<file path="config.mk">
export PLATFORM = sky130hd
export DESIGN_NAME = sisf_ctrl
export DESIGN_NICKNAME = d
export VERILOG_FILES = /design/src/hdl/sisf_pkg.sv /design/src/hdl/sisf_ctrl.sv
export VERILOG_INCLUDE_DIRS = /design/src /design/src/hdl
export SDC_FILE = /design/constraint.sdc
export NUM_CORES = 1
export LEC_CHECK = 0
export ABC_AREA = 1
export ABC_CLOCK_PERIOD_IN_PS = 2500
export BUFFER_PORTS_ARGS = -buffer_cell sky130_fd_sc_hd__buf_2
export CORE_AREA = 8 8 45 47
export DETAILED_ROUTE_END_ITERATION = 16
export DIE_AREA = 0 0 53 55
export PLACE_DENSITY = 0.47
export SLEW_MARGIN = 0
export SYNTH_ARGS = -nofsm -noshare
export SYNTH_HDL_FRONTEND = slang
export SYNTH_SLANG_ARGS = --single-unit
</file>
<file path="constraint.sdc">
create_clock -name clk -period 2.5 [get_ports clk]
set_clock_uncertainty 0.2 [all_clocks]
set_input_delay 0 -clock clk [delete_from_list [all_inputs] [get_ports clk]]
set_output_delay 0 -clock clk [all_outputs]
set_load 0.01 [all_outputs]
</file>
<file path="src/hdl/sequence_item_support_filter_assert.svh">
// Assertion macros for the item support filter.
// SISF_ASSERT_IMPL checks a same-cycle implication, SISF_ASSERT_NEXT a
// next-cycle implication. Both are disabled while reset is high.
`ifndef SEQUENCE_ITEM_SUPPORT_FILTER_ASSERT_SVH
`define SEQUENCE_ITEM_SUPPORT_FILTER_ASSERT_SVH

`ifndef ASSERT_OFF
`define SISF_ASSERT_IMPL(label, clk, rst, ante, cons) \
  label: assert property (@(posedge clk) disable iff (rst) (ante) |-> (cons)) \
    else $error("sisf assertion failed");
`define SISF_ASSERT_NEXT(label, clk, rst, ante, cons) \
  label: assert property (@(posedge clk) disable iff (rst) (ante) |=> (cons)) \
    else $error("sisf assertion failed");
`else
`define SISF_ASSERT_IMPL(label, clk, rst, ante, cons)
`define SISF_ASSERT_NEXT(label, clk, rst, ante, cons)
`endif

`endif

</file>
<file path="src/hdl/sisf_pkg.sv">
package sisf_pkg;

  localparam int ITEM_COUNT  = 65536;
  localparam int COUNT_BITS  = 24;
  localparam int ADDR_W      = $clog2(ITEM_COUNT);
  localparam int ITEM_BITS   = 16;
  localparam int TAG_BITS    = 24;
  localparam int TOTAL_BITS  = 17;
  localparam int MINSUP_BITS = 24;
  localparam int ENTRY_W     = TAG_BITS + COUNT_BITS;
  localparam int RES_SLOTS   = 3;

  localparam logic OP_COUNT  = 1'b0;
  localparam logic OP_FILTER = 1'b1;

  localparam logic [ENTRY_W-1:0]    CLEAR_WORD = {{TAG_BITS{1'b1}}, {COUNT_BITS{1'b0}}};
  localparam logic [COUNT_BITS-1:0] COUNT_MAX  = {COUNT_BITS{1'b1}};
  localparam logic [TOTAL_BITS-1:0] TOTAL_MAX  = {TOTAL_BITS{1'b1}};
  localparam logic [ADDR_W-1:0]     LAST_ADDR  = ADDR_W'(ITEM_COUNT - 1);

  typedef struct packed {
    logic [ITEM_BITS-1:0] item;
    logic                 sep;
    logic                 last;
    logic                 empty;
  } res_t;

  // controller -> datapath
  typedef struct packed {
    logic clear_we;
    logic load;
    logic exec;
    logic emit_step;
  } dp_cmd_t;

  // datapath -> controller
  typedef struct packed {
    logic       clear_last;
    logic       has_results;
    logic       emit_last;
    logic [1:0] res_count;
  } dp_stat_t;

endpackage

</file>
<file path="src/hdl/sisf_ctrl.sv">
`include "sequence_item_support_filter_assert.svh"

module sisf_ctrl (
  input  logic                clk,
  input  logic                rst,
  input  logic                valid,
  output logic                stall,
  output logic                result_valid,
  input  logic                result_stall,
  output sisf_pkg::dp_cmd_t   cmd,
  input  sisf_pkg::dp_stat_t  stat
);

  localparam logic [2:0] ST_CLEAR = 3'd0;
  localparam logic [2:0] ST_IDLE  = 3'd1;
  localparam logic [2:0] ST_LOOK  = 3'd2;
  localparam logic [2:0] ST_EXEC  = 3'd3;
  localparam logic [2:0] ST_EMIT  = 3'd4;

  logic [2:0] state;
  logic [2:0] state_next;

  always_comb begin
    state_next = state;
    unique case (state)
      ST_CLEAR: begin
        if (stat.clear_last) begin
          state_next = ST_IDLE;
        end
      end
      ST_IDLE: begin
        if (valid) begin
          state_next = ST_LOOK;
        end
      end
      ST_LOOK: begin
        state_next = ST_EXEC;
      end
      ST_EXEC: begin
        state_next = stat.has_results ? ST_EMIT : ST_IDLE;
      end
      ST_EMIT: begin
        if (!result_stall && stat.emit_last) begin
          state_next = ST_IDLE;
        end
      end
      default: begin
        state_next = ST_CLEAR;
      end
    endcase
  end

  always_ff @(posedge clk) begin
    if (rst) begin
      state <= ST_CLEAR;
    end else begin
      state <= state_next;
    end
  end

  assign stall         = state != ST_IDLE;
  assign result_valid  = state == ST_EMIT;
  assign cmd.clear_we  = state == ST_CLEAR;
  assign cmd.load      = (state == ST_IDLE) && valid;
  assign cmd.exec      = state == ST_EXEC;
  assign cmd.emit_step = (state == ST_EMIT) && !result_stall;

  `SISF_ASSERT_IMPL(a_emit_has_data, clk, rst, state == ST_EMIT, stat.res_count != 2'd0)
  `SISF_ASSERT_IMPL(a_exec_after_look, clk, rst, state == ST_EXEC, $past(state) == ST_LOOK)
  `SISF_ASSERT_NEXT(a_accept_to_look, clk, rst, cmd.load, state == ST_LOOK)
  `SISF_ASSERT_NEXT(a_last_result_done, clk, rst, cmd.emit_step && stat.emit_last,
                    state == ST_IDLE)

endmodule
</file>
Yosys cells after proc, flatten, opt, wreduce, memory -nomap -nowiden
Cells that the tools add are included.
{ "totals": {"out_inout_bits": 6, "reg_bits": 3, "wordCells": 20, "input_bits": 9} }
{ "op_classes": {"muxes": 5, "n_reduce_logical": 6, "n_eq_ne": 8} }
{ "ops": {"columns": ["operator", "n"], "rows": [
  ["3-bit case mux with 5 select lines", 1],
  ["3-bit 2-to-1 mux", 4],
  ["3-bit by 2-bit equality test with 1-bit output, second input constant", 2],
  ["2-bit by 1-bit != test with 1-bit output, second input constant", 2],
  ["3-bit by 1-bit equality test with 1-bit output, second input constant", 1],
  ["3-bit equality test, second input constant", 1],
  ["1-bit logical AND", 3],
  ["3-bit logical NOT", 1],
  ["3-bit by 1-bit != test with 1-bit output, second input constant", 1],
  ["3-bit AND reduction", 1],
  ["2-bit != test, second input constant", 1],
  ["1-bit logical NOT", 1]
]} }

Longest topological paths before layout
{ "logic_depth": {"word_depth": 4, "mapped_depth": 6, "mapped_depth_nobuf": 6} }

Worst setup path before layout
No wires, ideal clock.
{ "synth_path": {"path_type": "reg2reg", "startpoint": "register state[1]", "endpoint": "register state[2]", "synth_period_minus_slack_ns": 1.093, "path_stages_with_launch": 5, "required_ns": 2.230, "path_slack_ns": 1.407, "arrival_ns": 0.823, "setup_ns": 0.070, "path_buffers": 0, "path_cell_list": "dfxtp_1 nand2_1 nor2_1 nand2_1 a21oi_1"} }
{ "synth_rtl": {"columns": ["item", "line", "source"], "rows": [
  ["start, declared", "sisf_ctrl.sv:20", "logic [2:0] state;"],
  ["start signal, assigned", "sisf_ctrl.sv:57", "state <= state_next;"]
]} }

Worst setup path after layout
{ "layout_path": {"startpoint": "register state[0]", "endpoint": "register state[1]"} }
{ "layout_via": {"elab_chain_cells": 3, "word_cells_on_any_way": 10, "cone_classes": "eq/ne: 7; mux: 1; reduce/logical: 2"} }
{ "layout_lines": {"columns": ["item", "line", "source"], "rows": [
  ["3-bit equality test (tied with other cells)", "sisf_ctrl.sv:25", "unique case (state)"],
  ["2-bit by 1-bit != test with 1-bit output (no source line) / 2-bit != test (equally long branches)", null, null],
  ["3-bit AND reduction (no source line)", null, null]
]} }
Parallel ways exist; a longest one is shown, timed or not.
A chain may end at the register's enable or synchronous reset.

==> results.ini <==
[timing]
fmax_mhz=597
slew_viol_final=0
relSlewSlack_pct=87.5
fin_setup_tns_ps=0
final_hold_viol_count=0
worst_slew_pin_slew_ps=188
finalSetupViolCount=0
finalCritPeriodShare_pct=67.0
post-route-min-period_ps=1670
rsz0062_at_grt=no

[clock_tree]
cts_tree=done
cts_max_level=1
clock_latency_ps=230
clockBufferDepth=2
clkTransAtPathRegs_ps=40
ctsResizeCount=0
clock-sinks=3
root_buffer=clkbuf_4
cts_buffers=3

[global_routing]
grt_pass1_vias=275
antenna_found_initial=0
grt_usage_pct=5.24
overflow=0
grt_pass1_wl_um=1100
grt_max_degree=6

[routing]
viasPerCell=3.76
first_pass_iters=2
vias=263
drc=0
drtAntennaViolNets=0
post_drt_wl_per_cell_um=8.89
routed_wl_um=622
first_iter_violations=2

[pwr]
p_seq_share_pct=27.8
finalPower_w=0.000214
powerDensity_mw_per_mm2=603
power_frac_clock_pct=39.3
p_int_w=0.000144
p_leak_nw=0.190
swShare_pct=32.7
ir_drop_mv=0.149
p_sw_w=0.0000701
p_comb_share_pct=32.9

[setup_path]
r2r_end=state[1]$_SDFFE_PP0P_
arrival_ps=1590
reg2reg_slack_ps=830
cp.required_ps=2410
worstSetupEndpointType=flop
criticalPathCategory=flop to flop
r2r_start=state[0]$_SDFFE_PP0P_
worstRegToRegCells=5
worstPathMaxFanout=4
cp-start-kind=flop

[final_layout]
layout-drive-gt1-share_pct=38.9
mostFrequentLayoutCell=buf_2
final_cell_mix=buf_2 (12), nand2_1 (6), inv_1 (6)
layout.cells.non_filler=70
largest_registers=state: 3 flops
diodes=0
largest_reg_flops=3
synthToLayoutAreaGrowth_pct=70.1
regMostFlops=state
nets=64

[synthesis]
syn-mean-instance-area_sq_um=6.15
synthSimpleGateAreaFrac_pct=56.3
synthDominantCellAreaShare_pct=28.7
synth_mux_area_share_pct=0
ys_seq_area_share_pct=28.7
synthDistinctLibCells=12
yosysTopAreaCell=dfxtp_1
netlist_instances=34
yosysWarnings=0
synth_area_sq_um=209
ys_ff_latch=3
synth_top_family_by_area=simple AND/OR/NAND/NOR gates
synthAdderAreaFrac_pct=0
synth_xor_area_share_pct=0
yosys-top-cells-area=dfxtp_1 (29%), nand3_1 (12%), inv_1 (11%), nand2_1 (11%), nor2_1 (9.0%)
synth_nets=43
synth_compound_area_share_pct=2.40

[hold_path]
hp-start=stat[4]
hold_path_end=state[0]$_SDFFE_PP0P_
hold_class=input port to flop
whs_path_depth=5

[die]
core-area_sq_mm=0.00138
die_area_sq_mm=0.00292
ios=15
die_h_um=55
row_count=14
chipWidth_um=53
start_util_pct=15.1

[run]
cap_violations=0

[placed_design]
gp_congestion=0.703
hpwl_um=502
io_buffers=12
place_inst=62

[status]
status=completed

## worst max-delay path, stage by stage (launching register included)
cell           delay (ps)
dfxtp_1               330
nor2_2                140
nand3_1               160
nand3_2               140
nor3_2                 40
dlygate4sd3_1         540
## timing repair
item,in CTS,in global routing
endpoints found under the hold margin,3,0
hold buffers,4,0
setup buffers,0,0
## cell usage after synthesis, drive strengths merged
cell and instances:
dfxtp 3, nor3 2, nand3 6, nand2 6
nand3b 1, inv 7, nor2 8, a21oi 1
## power by group through the flow
stage | combinational (W) | clock [W] | sequential, W
after floorplan | 0.0000455 | 0 | 0.0000587
after global placement | 0.0000655 | 0 | 0.0000600
after detailed placement | 0.0000662 | 0 | 0.0000603
after CTS | 0.0000721 | 0.0000896 | 0.0000595
after global routing | 0.0000802 | 0.0000933 | 0.0000608
final | 0.0000706 | 0.0000842 | 0.0000595
## metal layers
metal | vias up | part of all wire [%] | global-route usage, %
met5 | - | 0 | 0
met4 | 0 | 0 | 3.88
met3 | 0 | 13 | 3.21
met2 | 7 | 47 | 8.20
met1 | 111 | 41 | 4.99
li1 | 145 | - | -
## logic make-up (layout without fill, tap and decap cells)
logic type / count (synthesis) / after routing
compound gates: 1 / 1
buf+inv: 7 / 27
flops: 3 / 3
simple gates: 23 / 23
## stage by stage
stage | util (%) | hold WS [ps] | instance area [sq um] | setup WS [ps]
after detailed placement | 20.9 | 0.596 | 289 | 1330
final | 25.7 | 6.72 | 355 | 825
after global routing | 25.7 | 12.9 | 355 | 706
after global placement | 20.9 | 2.70 | 289 | 1330
after CTS | 25.7 | 4.67 | 355 | 815
after floorplan | - | -149 | 209 | 1410
## worst max-delay path by stage
stage | startpoint | to | slack [ps] | cells after the start
finish | state[0]$_SDFFE_PP0P_ | state[1]$_SDFFE_PP0P_ | 830 | 5
global route | state[0]$_SDFFE_PP0P_ | state[1]$_SDFFE_PP0P_ | 710 | 6
CTS | state[0]$_SDFFE_PP0P_ | state[1]$_SDFFE_PP0P_ | 820 | 5
detailed placement | state[0]$_SDFFE_PP0P_ | state[0]$_SDFFE_PP0P_ | 1330 | 5
global placement | state[2]$_SDFFE_PP0P_ | state[0]$_SDFFE_PP0P_ | 1330 | 5
floorplan | state[1]$_SDFFE_PP0P_ | state[2]$_SDFFE_PP0P_ | 1410 | 4
## layout make-up
| class | count | area, sq um |
|---|---|---|
| fillers | 170 | 1030 |
| multi-input cells | 24 | 123 |
| repair buffers | 16 | 100 |
| flip-flops and latches | 3 | 60.1 |
| clock buffers | 4 | 26.3 |
| inverters | 7 | 26.3 |
| well taps | 16 | 20.0 |
(Power assumes the default switching activity.)
